<file path="src/hdl/chained_hash_table_engine_unit_macros.svh">
// Assertion macros for the chained hash table engine.
// Included by the top level; no other dependencies.
`ifndef CHAINED_HASH_TABLE_ENGINE_UNIT_MACROS_SVH
`define CHAINED_HASH_TABLE_ENGINE_UNIT_MACROS_SVH
`ifndef SYNTH
`define CHTE_ASSERT_NOW(lbl, ck, rst_n, ante, cons) \
	lbl: assert property (@(posedge ck) disable iff (!rst_n) (ante) |-> (cons)) \
		else $error("check failed");
`define CHTE_ASSERT_NEXT(lbl, ck, rst_n, ante, cons) \
	lbl: assert property (@(posedge ck) disable iff (!rst_n) (ante) |=> (cons)) \
		else $error("check failed");
`else
`define CHTE_ASSERT_NOW(lbl, ck, rst_n, ante, cons)
`define CHTE_ASSERT_NEXT(lbl, ck, rst_n, ante, cons)
`endif
`endif

</file>
<file path="src/hdl/chte_ram.sv">
// Generic single-write, single-read RAM with registered read data.
// No dependencies.
`default_nettype none
module chte_ram #(
	parameter int WIDTH = 8,
	parameter int DEPTH = 16
) (
	input  wire logic                                   clk,
	input  wire logic                                   we,
	input  wire logic [((DEPTH > 1) ? $clog2(DEPTH) : 1)-1:0] waddr,
	input  wire logic [WIDTH-1:0]                       wdata,
	input  wire logic [((DEPTH > 1) ? $clog2(DEPTH) : 1)-1:0] raddr,
	output logic      [WIDTH-1:0]                       rdata
);

	logic [WIDTH-1:0] mem_q [DEPTH];

	always_ff @(posedge clk) begin
		if (we) begin
			mem_q[waddr] <= wdata;
		end
		rdata <= mem_q[raddr];
	end

endmodule
`default_nettype wire

</file>
<file path="config.mk">
export PLATFORM = sky130hd
export DESIGN_NAME = chte_ram
export DESIGN_NICKNAME = d
export VERILOG_FILES = /design/src/hdl/chained_hash_table_engine_unit_macros.svh /design/src/hdl/chte_ram.sv
export SDC_FILE = /design/constraint.sdc
export NUM_CORES = 1
export LEC_CHECK = 0
export ABC_AREA = 1
export BUFFER_PORTS_ARGS = -buffer_cell sky130_fd_sc_hd__buf_4
export CORE_ASPECT_RATIO = 0.8
export CORE_UTILIZATION = 35
export DETAILED_ROUTE_END_ITERATION = 12
export REMOVE_ABC_BUFFERS = 1
export SETUP_SLACK_MARGIN = 0.4
export SLEW_MARGIN = 20
export SYNTH_ARGS = -nofsm -noshare
export SYNTH_HDL_FRONTEND = slang
export SYNTH_SLANG_ARGS = --single-unit
export TNS_END_PERCENT = 100
</file>
<file path="constraint.sdc">
create_clock -name clk -period 1.2 [get_ports clk]
set_input_delay 0.18 -clock clk [delete_from_list [all_inputs] [get_ports clk]]
set_output_delay 0.18 -clock clk [all_outputs]
set_load 0.005 [all_outputs]
</file>
Yosys cells after proc, flatten, opt, wreduce, memory -nomap -nowiden --
Memories as Yosys holds them, arrays and structs flattened. A register that Yosys moved wholly into a read port is not among the register bits. Cells that the tools add are included.
Storage, ports and cells: flip-flop bits (word level) 0, RAM bits 128, output and inout port bits 8, logic and storage cells 3, memories kept 1
Operators by class: multiplexer cells 2
Memory list:
- mem_q | depth 16, width 8, read ports 1, clocked after Yosys merged registers in 1, wr ports 1, RTL line chte_ram.sv:16 | logic [WIDTH-1:0] mem_q [DEPTH];
Operators by type and width (count):
- $mux 1 | 2

Logic depth before layout (Yosys ltp) --
Gate-level depths: netlist of run 1.
depth in word-level cells 2, depth in mapped cells 8, gate-level depth less buffers 7

Least setup slack after synthesis of run 1 --
OpenSTA, ideal clock, no wires.
kind in2reg, from input waddr[3] (netlist bit), to memory mem_q[4][0] (enable), setup time 0.370 ns, data arrival time 0.761 ns, data required time 0.830 ns, path slack 0.069 ns, cell stages on the path 2, cells stage by stage nand3b_1 -> nor2_1
RTL lines:
- start: declaration | RTL line chte_ram.sv:10 | input wire logic [((DEPTH > 1) ? $clog2(DEPTH) : 1)-1:0] waddr,
- end: declaration | RTL line chte_ram.sv:16
Straight into the memory's write port.

Final worst setup path of run 1 --
from register rdata[6] (read register of mem_q), to output rdata[6]
RTL lines:
- start: declaration | RTL line chte_ram.sv:13 | output logic [WIDTH-1:0] rdata
No word-level cell between the ends.

==> summary.md, run 1 <==
| Metric | Value |
|---|---|
| Worst slack, placed | `-125.8 ps` |
| Critical Path RT | `1020 ps` |
| Buffers and inverters on the worst path | `1` |
| Skew final | `around 8 ps` |
| N_diodes | `0` |
| CTS tree | `built` |
| Fillers | `1395` |
| Final worst-path cycle share | `0.8502` |
| Post-route insts no fill | `833` |
| Highest Signal Layer | `met4` |
| Max Cap Violations | `0` |
| Most frequent cells in the layout | `nand2_1, edfxtp_1, inv_1` |
| Worst VDD drop | `1.285 mV` |
| Vias in the first global route | `roughly 3800` |
| Fin area | `0.007518 mm^2` |
| Outcome | `completed` |
| RSZ-0062 raised after global routing | `true` |
| Dpl cells | `801` |
| CP max-delay cell | `dfxtp_2` |
| GR Overflow Total | `0` |
| WL per Instance | `17.06 um` |
| Fmax | `980.2 MHz` |
| CP delay by family, top | `flip-flops` |
| Final WS setup | `179.8 ps` |
| Leak | `3.219 nW` |
| Starting density of the core | `0.3615` |
| Largest family of logic cells by synthesized area | `simple AND/OR/NAND/NOR gates` |
| Register area | `between 0.004 and 0.005 mm^2` |
| I/O Pins | `26` |
| GP Congestion | `0.8801` |
| R2R setup slack | `between 200 and 250 ps` |
| Largest net degree at the start of global routing | `37` |
| Most common cell after layout, fill and taps aside | `nand2_1` |
| Die height | `116.8 um` |
| # setup viols final | `0` |
| FF+latch count, synth | `136` |
| Area share of xor/xnor cells in the synthesized design | `0` |
| DP Area | `0.006412 mm^2` |
| Reg clk slew, reported paths | `roughly 60 ps` |
| Initial antenna violation count | `0` |
| DRC viols | `0` |
| Vias | `between 3000 and 4000` |
| Global-route wire length before repair | `22050 um` |
| FP Rows | `a little over 40` |
| # hold bufs at CTS | `0` |
| Hold Crit Start | `raddr[3]` |
| Critical Path AT | `840 ps` |
| Starting DRT DRC Count | `259` |
| Mapped Cells | `about 550` |
| Die ar. | `0.01700 mm^2` |
| I/O Buffers | `25` |
| Min Tclk post-route | `1020 ps` |
| Crit-path cells | `buf_6` |
| Post-Syn Area | `0.005767 mm^2` |
| Via-per-instance ratio | `about 4.7` |
| Skew-Pair Late Insertion Delay | `410 ps` |
| Multiplexer share of the synthesized area | `0` |
| R2R depth | `6` |
| Clk root buf | `clkbuf_16` |
| DRT Pass-1 Iters | `4` |
| R2R Path Start | `mem_q[6][5]` |
| CP Max Fanout | `1` |
| Max incr delay on CP | `320 ps` |
| CP Launch Type | `flop` |
| Met2 wire length | `about 6700 um` |
| Unique masters post-synth | `12` |
| Fin util | `0.4713` |
| Detail Route Antenna Nets | `0` |
| Post-synthesis compound-gate area fraction | `0` |
| Relative slew slack | `0.6903` |
| Core Box Area | `0.01595 mm^2` |
| Max Slew Vio Count | `0` |
| DRT met1 WL | `6737 um` |
| Adder-cell share of the synthesized area | `0` |
| Fin nets | `623` |
| Post-synthesis simple-gate area fraction | `0.2105` |
| Worst Hold Depth | `3` |
| Ys Warns | `0` |
| Inserted Clock Buffers | `17` |
| Layout cell share with drive strength beyond 1 | `0.2848` |
| Area of the multi-input gates | `0.001567 mm^2` |
| Chip width | `~150 um` |
| CP endpoint kind | `output pin` |
| Met3 wire length | `612 um` |
| P&R area growth vs syn | `30.38%` |
| Worst hold path class | `in -> reg` |
| Pwr/cell area | `1642 mW/mm^2` |
| Critical path class | `reg -> out` |
| Register area share after synthesis | `0.6943` |
| CTS sink cnt | `136` |
| Fin. Hold Viols | `0` |
| Overall routed net length | `14210 um` |
| CTS Buffer Depth | `2` |
| Reg2reg end | `rdata[5]` |
| Detail Placement HPWL | `approximately 8600 um` |
| Total Routing Usage GR | `0.1767` |
| H-Tree Depth | `4` |
| Mean Syn Cell Area | `10.47 um^2` |
| Worst Tran Pin Value | `464.1 ps` |
| WHS Endpoint | `rdata[1]` |
[registers in the layout (all words and copies together) (netlist names)]
name / flops
mem_q: 128
rdata: 8
[power breakdown]
group | internal [mW] | total [mW] | switching [mW]
clock | 4.12 | 6.11 | 1.99
combinational | 0.334 | 0.882 | 0.548
sequential | 5.32 | 5.35 | 0.0388
total | 9.77 | 12.3 | 2.58
[cell families (layout without fill, tap and decap cells)]
logic type | after synthesis | count (layout)
buffers and inverters | 126 | 193
DFF | 136 | 136
and+or+nand+nor | 289 | 289
[per-stage QoR]
| step | total power [mW] | TNS, ps | hold WS [ps] |
|---|---|---|---|
| 6_report | 12.35 | 0 | 113.1 |
| 5_1_grt | 12.71 | 0 | 111.9 |
| 4_1_cts | 12.36 | 0 | 96.27 |
| 3_5_place_dp | 6.199 | -449.9 | 511.3 |
| 3_3_place_gp | 6.189 | -393.3 | 517.7 |
| 2_1_floorplan | 5.724 | 0 | 278.9 |
[cells in the mapped netlist]
master	n	area share
buf_1	1	0.00065
buf_2	13	0.011
buf_4	4	0.0052
buf_6	6	0.012
dfxtp_1	8	0.028
edfxtp_1	128	0.67
inv_1	100	0.065
inv_2	2	0.0013
nand2_1	173	0.11
nand3_1	97	0.084
nand3b_1	2	0.0026
nor2_1	17	0.011
[how the worst max path moves through the flow]
| stage | start | to | depth (start not counted) |
|---|---|---|---|
| 2_1_floorplan | raddr[0] | rdata[2] | 6 |
| 3_3_place_gp | raddr[0] | rdata[5] | 8 |
| 3_5_place_dp | raddr[0] | rdata[0] | 8 |
| 4_1_cts | rdata[6] | rdata[6] | 1 |
| 5_1_grt | rdata[6] | rdata[6] | 1 |
| 6_report | rdata[6] | rdata[6] | 1 |
[layout make-up]
cell class / count / share of cell area
clock buffer: 17 / 0.05658
clock inverter: 15 / 0.03645
inverter: 102 / 0.05092
multi-input combinational: 289 / 0.2084
sequential: 136 / 0.5337
tap: 215 / 0.03578
timing repair buffer: 59 / 0.07822
[routing by layer]
layer  up-vias  global-route usage
met5         -                   0
met4         0             0.05965
met3        12             0.03760
met2       104              0.2878
met1      1913              0.2379
li1       1879                   -
[what timing repair did]
item | in CTS | in global routing
resized for setup | 43 | 56
setup buffers | 0 | 0
setup endpoints to repair | 16 | 53
pin swaps | 28 | 38
No activity file was read; power rests on OpenSTA's default activity.
==> run 2, diff against run 1 <==
--- a/config.mk
+++ b/config.mk
@@ -10,6 +10,7 @@
 export CORE_ASPECT_RATIO = 0.8
 export CORE_UTILIZATION = 35
 export DETAILED_ROUTE_END_ITERATION = 12
+export MAX_ROUTING_LAYER = met4
 export REMOVE_ABC_BUFFERS = 1
 export SETUP_SLACK_MARGIN = 0.4
 export SLEW_MARGIN = 20
==> summary.md, run 2 (synthesized netlist as in run 1, its figures left out) <==
| Metric | Value |
|---|---|
| Largest regs | `mem_q (128), rdata (8)` |
| Fin. Hold Viols | `0 (unchanged)` |
| Pwr/cell area | `1583 mW/mm^2 (-3.6%)` |
| Top reg by flops | `mem_q` |
| # hold bufs at CTS | `0 (unchanged)` |
| Setup Buffers After CTS | `0 (unchanged)` |
| Chip width | `145.5 um (unchanged)` |
| CP delay by family, top | `flip-flops` |
| Min Tclk post-route | `1032 ps (+12.23 ps)` |
| CP Max Fanout | `1 (unchanged)` |
| H-Tree Depth | `4 (unchanged)` |
| N_diodes | `0 (unchanged)` |
| Max Slew Vio Count | `0 (unchanged)` |
| I/O Pins | `26 (unchanged)` |
| DRC viols | `0 (unchanged)` |
| Worst slack, placed | `-72.82 ps (+53.00 ps)` |
| Most frequent cells in the layout | `nand2_1, edfxtp_1, inv_1` |
| Worst VDD drop | `1.205 mV (-6.2%)` |
| Worst Hold Depth | `3 (unchanged)` |
| # setup viols final | `0 (unchanged)` |
| Post-route insts no fill | `829 (-0.48%)` |
| CP Launch Type | `flop` |
| Reg2reg end | `rdata[6]` |
| Total Power | `11.68 mW (-5.4%)` |
| Via-per-instance ratio | `4.702 (+0.23%)` |
| Final WS setup | `167.6 ps (-12.23 ps)` |
| WHS Endpoint | `rdata[5]` |
| DRT Pass-1 Iters | `6 (+2)` |
| Layout cell share with drive strength beyond 1 | `0.2638 (-0.02095)` |
| Max FFs per register | `128 (unchanged)` |
| Worst Tran Pin Value | `382.8 ps (-81.32 ps)` |
| Final worst-path cycle share | `0.8604 (+0.01019)` |
| Detail Route Antenna Nets | `0 (unchanged)` |
| Vias | `3898 (-0.26%)` |
| Starting DRT DRC Count | `418 (+61%)` |
| R2R Path Start | `mem_q[7][6]` |
| Initial antenna violation count | `0 (unchanged)` |
| CTS sink cnt | `136 (unchanged)` |
| FP Rows | `41 (unchanged)` |
| Max Cap Violations | `0 (unchanged)` |
| Largest net degree at the start of global routing | `41 (+11%)` |
| Fillers | `1416 (+1.5%)` |
| I/O Buffers | `25 (unchanged)` |
| Critical Path RT | `1020 ps (about the same)` |
| Outcome | `completed` |
| Critical Path AT | `850 ps (about the same)` |
| Die ar. | `0.01700 mm^2 (unchanged)` |
| Dpl cells | `797 (-0.50%)` |
| Crit-path cells | `buf_6` |
| Detail Placement HPWL | `8800 um (+2.1%)` |
| Fin util | `0.4626 (-0.008705)` |
| Starting density of the core | `0.3615 (unchanged)` |
| Die height | `116.8 um (unchanged)` |
| CTS Buffer Depth | `2 (unchanged)` |
| Inserted Clock Buffers | `17 (unchanged)` |
| Worst hold path class | `in -> reg` |
| Clk root buf | `clkbuf_16` |
| Relative slew slack | `0.7445 (+0.05427)` |
| Global-route wire length before repair | `21160 um (-4.1%)` |
| RSZ-0062 raised after global routing | `true` |
| Core Box Area | `0.01595 mm^2 (unchanged)` |
| Total Routing Usage GR | `0.1775 (+0.0007835)` |
| CP max-delay cell | `dfxtp_2` |
| Max incr delay on CP | `350 ps (+30 ps)` |
| Hold Crit Start | `raddr[3]` |
| Vias in the first global route | `3588 (-6.1%)` |
| P&R area growth vs syn | `27.97%` |
| Buffers and inverters on the worst path | `1 (unchanged)` |
| CP endpoint kind | `output pin` |
| Leak | `3.149 nW (-2.2%)` |
| Critical path class | `reg -> out` |
| Skew-Pair Late Insertion Delay | `410 ps (about the same)` |
| R2R depth | `6 (unchanged)` |
| Skew final | `7.840 ps (-0.3489 ps)` |
| Overall routed net length | `14020 um (-1.4%)` |
| Reg clk slew, reported paths | `60 ps (about the same)` |
| Fmax | `968.6 MHz (-1.2%)` |
| GP Congestion | `0.8587 (-2.4%)` |
| Most common cell after layout, fill and taps aside | `nand2_1` |
| R2R setup slack | `250 ps (+20 ps)` |
| WL per Instance | `16.91 um (-0.89%)` |
| CTS tree | `built` |
| GR Overflow Total | `0 (unchanged)` |
| Fin nets | `619 (-0.64%)` |
-- run 2: report_power, final --
group,internal [mW],switching [mW]
Clock,3.49,1.98
Combinational,0.330,0.527
Sequential,5.32,0.0416
Total,9.13,2.55
-- run 2: layer usage --
metal,share of wire,GRT usage
met1,0.47,0.2481
met2,0.46,0.2593
met3,0.056,0.03178
met4,0.015,0.06596
met5,0,-
-- run 2: how the worst max path moves through the flow --
stage          startpoint  slack, ps  endpoint  cells after the start
2_1_floorplan    raddr[0]         40  rdata[2]                      6
3_3_place_gp     raddr[0]        -90  rdata[0]                      8
3_5_place_dp     raddr[0]        -70  rdata[0]                      8
4_1_cts          rdata[6]        140  rdata[6]                      1
5_1_grt          rdata[6]        130  rdata[6]                      1
6_report         rdata[6]        170  rdata[6]                      1
-- run 2: metrics by stage --
stage               hold WS [ps]  instance area (um^2)  TNS (ps)
floorplan                  278.9                  5600         0
global placement           492.0                  6407    -261.9
detailed placement         491.8                  6407    -228.9
CTS                        71.93                  7199         0
global route               79.31                  7380         0
finish                     74.47                  7380         0
-- run 2: cell type report --
class / instances / area (um^2) / area share
well taps: 215 / 269.0 / 0.03645
flip-flops and latches: 136 / 4013 / 0.5437
clock inverters: 14 / 197.7 / 0.02679
multi-input cells: 289 / 1516 / 0.2055
clock buffers: 18 / 429.2 / 0.05816
inverters: 102 / 382.9 / 0.05188
repair buffers: 55 / 571.8 / 0.07748
-- run 2: timing repair --
action                     in CTS  in global routing
setup endpoints to repair      16                 28
pin swaps                      31                 21
resized for setup              39                 45
==> run 3, diff against run 2 <==
--- a/config.mk
+++ b/config.mk
@@ -5,9 +5,10 @@
 export SDC_FILE = /design/constraint.sdc
 export NUM_CORES = 1
 export LEC_CHECK = 0
-export ABC_AREA = 1
 export BUFFER_PORTS_ARGS = -buffer_cell sky130_fd_sc_hd__buf_4
+export CAP_MARGIN = 10
 export CORE_ASPECT_RATIO = 0.8
+export CORE_MARGIN = 2
 export CORE_UTILIZATION = 35
 export DETAILED_ROUTE_END_ITERATION = 12
 export MAX_ROUTING_LAYER = met4
==> summary.md, run 3 <==
| Metric | Value |
|---|---|
| CP endpoint kind | `flop` |
| CTS sink cnt | `136 (unchanged)` |
| Outcome | `finished with violations` |
| H-Tree Depth | `4 (unchanged)` |
| Vias | `2558 (-34%)` |
| Most common cell after layout, fill and taps aside | `edfxtp_1` |
| Crit path launch | `mem_q[7][6]` |
| Fin area | `0.006599 mm^2 (-11%)` |
| Post-Syn Area | `0.005147 mm^2 (-11%)` |
| I/O Buffers | `25 (unchanged)` |
| Yosys top cell area share | `0.7467 (+0.08020)` |
| Unique masters post-synth | `19 (+7)` |
| GP Congestion | `0.7696 (-10%)` |
| Post-route insts no fill | `495 (-40%)` |
| Mapped Cells | `229 (-58%)` |
| Via-per-instance ratio | `5.168 (+9.9%)` |
| Starting DRT DRC Count | `130 (-69%)` |
| Die height | `112.5 um (-3.7%)` |
| P&R area growth vs syn | `28.20%` |
| Starting density of the core | `0.3588 (-0.002662)` |
| N_diodes | `0 (unchanged)` |
| Fin nets | `316 (-49%)` |
| CTS Buffer Depth | `2 (unchanged)` |
| CP Launch Type | `flop` |
| Min Tclk post-route | `1233 ps (+201.0 ps)` |
| Vias in the first global route | `2723 (-24%)` |
| GR Overflow Total | `0 (unchanged)` |
| Critical path class | `reg -> reg` |
| Worst Setup EP | `rdata[6]` |
| Fin. Hold Viols | `0 (unchanged)` |
| I/O Pins | `26 (unchanged)` |
| Mean Syn Cell Area | `22.48 um^2 (+110%)` |
| Synth top cells by count | `edfxtp_1, mux4_2, a22oi_1, mux4_1, nor2_1` |
| Fillers | `1192 (-16%)` |
| Die ar. | `0.01570 mm^2 (-7.6%)` |
| Pwr/cell area | `1626 mW/mm^2 (+2.7%)` |
| Reg clk slew, reported paths | `50 ps (about the same)` |
| FP Rows | `39 (-4.9%)` |
| Final worst-path cycle share | `1.028 (+0.1675)` |
| Total Routing Usage GR | `0.1535 (-0.02404)` |
| Max Slew Vio Count | `0 (unchanged)` |
| Final WS setup | `-33.48 ps (-201.0 ps)` |
| Post-synth EDFFs | `128 (unchanged)` |
| Initial antenna violation count | `0 (unchanged)` |
| Relative slew slack | `0.2747 (-0.4698)` |
| Failing checks | `negative setup slack` |
| Worst Tran Pin Value | `1086 ps (+702.9 ps)` |
| WHS | `69.23 ps (-5.240 ps)` |
| Fmax | `810.7 MHz (-16%)` |
| Inserted Clock Buffers | `17 (unchanged)` |
| Max Cap Violations | `0 (unchanged)` |
| Overall routed net length | `11040 um (-21%)` |
| Most frequent cells in the layout | `edfxtp_1, mux4_2, buf_4` |
| # setup viols final | `8 (+8)` |
| Reg2reg end | `rdata[6]` |
| Synth area leader | `edfxtp_1` |
| Skew final | `7.523 ps (-0.3174 ps)` |
| Chip width | `139.6 um (-4.1%)` |
| Top post-synthesis cells by area | `edfxtp_1, mux4_2, mux4_1, dfxtp_1, a22oi_1` |
| CTS tree | `built` |
| Ys flop type | `edfxtp_1` |
| Worst hold path class | `in -> reg` |
| Skew-Pair Late Insertion Delay | `410 ps (about the same)` |
| Max FFs per register | `128 (unchanged)` |
| Largest regs | `mem_q (128), rdata (8)` |
| Largest net degree at the start of global routing | `25 (-39%)` |
| DRT Pass-1 Iters | `4 (-2)` |
| Most frequent cell after synthesis | `edfxtp_1` |
| FF+latch count, synth | `136 (unchanged)` |
| R2R setup slack | `-30 ps (-280 ps)` |
| Detail Placement HPWL | `6927 um (-21%)` |
| Clk root buf | `clkbuf_16` |
| Fin util | `0.4600 (-0.002583)` |
| CP Max Fanout | `1 (unchanged)` |
| R2R depth | `3 (-3)` |
| Register area share after synthesis | `0.7778 (+0.08354)` |
| Asr flop ratio synth | `0 (unchanged)` |
| RSZ-0062 raised after global routing | `true` |
| R2R Path Start | `mem_q[7][6]` |
| Critical Path AT | `1530 ps (+680 ps)` |
| Dpl cells | `462 (-42%)` |
| Top reg by flops | `mem_q` |
| DRC viols | `0 (unchanged)` |
| Critical Path RT | `1490 ps (+470 ps)` |
| Leak | `2.192 nW (-30%)` |
| Worst VDD drop | `1.237 mV (+2.6%)` |
| Ys Warns | `0 (unchanged)` |
| Detail Route Antenna Nets | `0 (unchanged)` |
| Core Box Area | `0.01435 mm^2 (-10%)` |
| Layout cell share with drive strength beyond 1 | `0.5113 (+0.2474)` |
| Final setup TNS | `-141.7 ps (-141.7 ps)` |
| WL per Instance | `22.29 um (+32%)` |
| DP Area | `0.005784 mm^2 (-9.7%)` |
| Global-route wire length before repair | `16600 um (-22%)` |
[run 3: metal layers]
layer | vias to the layer above | part of all wire | GRT usage
met4 | 0 | 0.014 | 0.07533
met3 | 12 | 0.066 | 0.03754
met5 | - | 0 | -
met1 | 1360 | 0.43 | 0.1976
li1 | 1103 | - | -
met2 | 83 | 0.49 | 0.2304
[run 3: stage by stage]
stage,total power [mW],worst slack [ps]
5_1_grt,11.07,-74.13
6_report,10.73,-33.48
3_5_place_dp,6.018,-373.4
2_1_floorplan,5.647,-472.9
3_3_place_gp,6.004,-347.6
4_1_cts,10.77,-39.83
[run 3: cell type report]
type                    count  area, um^2  area share
clock inverters            10       77.57     0.01176
well taps                 184       230.2     0.03489
multi-input cells          83        1201      0.1820
repair buffers             60       613.1     0.09291
flip-flops and latches    136        4013      0.6081
clock buffers              22       464.2     0.07035
[run 3: worst max-delay path: stages, from the launching register on]
cell      delay, ps
edfxtp_1        360
mux4_2          520
a22oi_2         170
nand2_1          70
[run 3: cells by family (layout without fill, tap and decap cells)]
logic type	count (synthesis)	in the layout	share of synthesized area
buffers and inverters	10	92	0.01677
AOI/OAI and AO/OA	16	16	0.02334
muxes	32	32	0.1502
DFF	136	136	0.7778
and+or+nand+nor	35	35	0.03184
[run 3: power by group]
| group | total [mW] | internal (mW) | leakage, nW | switching [mW] |
|---|---|---|---|---|
| Sequential | 5.36 | 5.32 | 1.22 | 0.0432 |
| Combinational | 0.672 | 0.335 | 0.694 | 0.337 |
| Clock | 4.70 | 2.92 | 0.273 | 1.78 |
[run 3: repair_timing]
action                                  CTS  global route
setup buffers                             0             1
pin swaps                                20             6
hold buffers                              0             0
gates resized for setup                  60            34
endpoints found under the setup margin  128           136
[run 3: worst min path at each step]
stage	from	endpoint	slack [ps]	cells after the start
detailed placement	wdata[1]	mem_q[15][1]	500	1
CTS	wdata[1]	mem_q[15][1]	70	1
global route	wdata[1]	mem_q[15][1]	90	1
global placement	wdata[1]	mem_q[14][1]	490	1
floorplan	wdata[0]	mem_q[0][0]	280	0
finish	wdata[2]	mem_q[12][2]	70	1
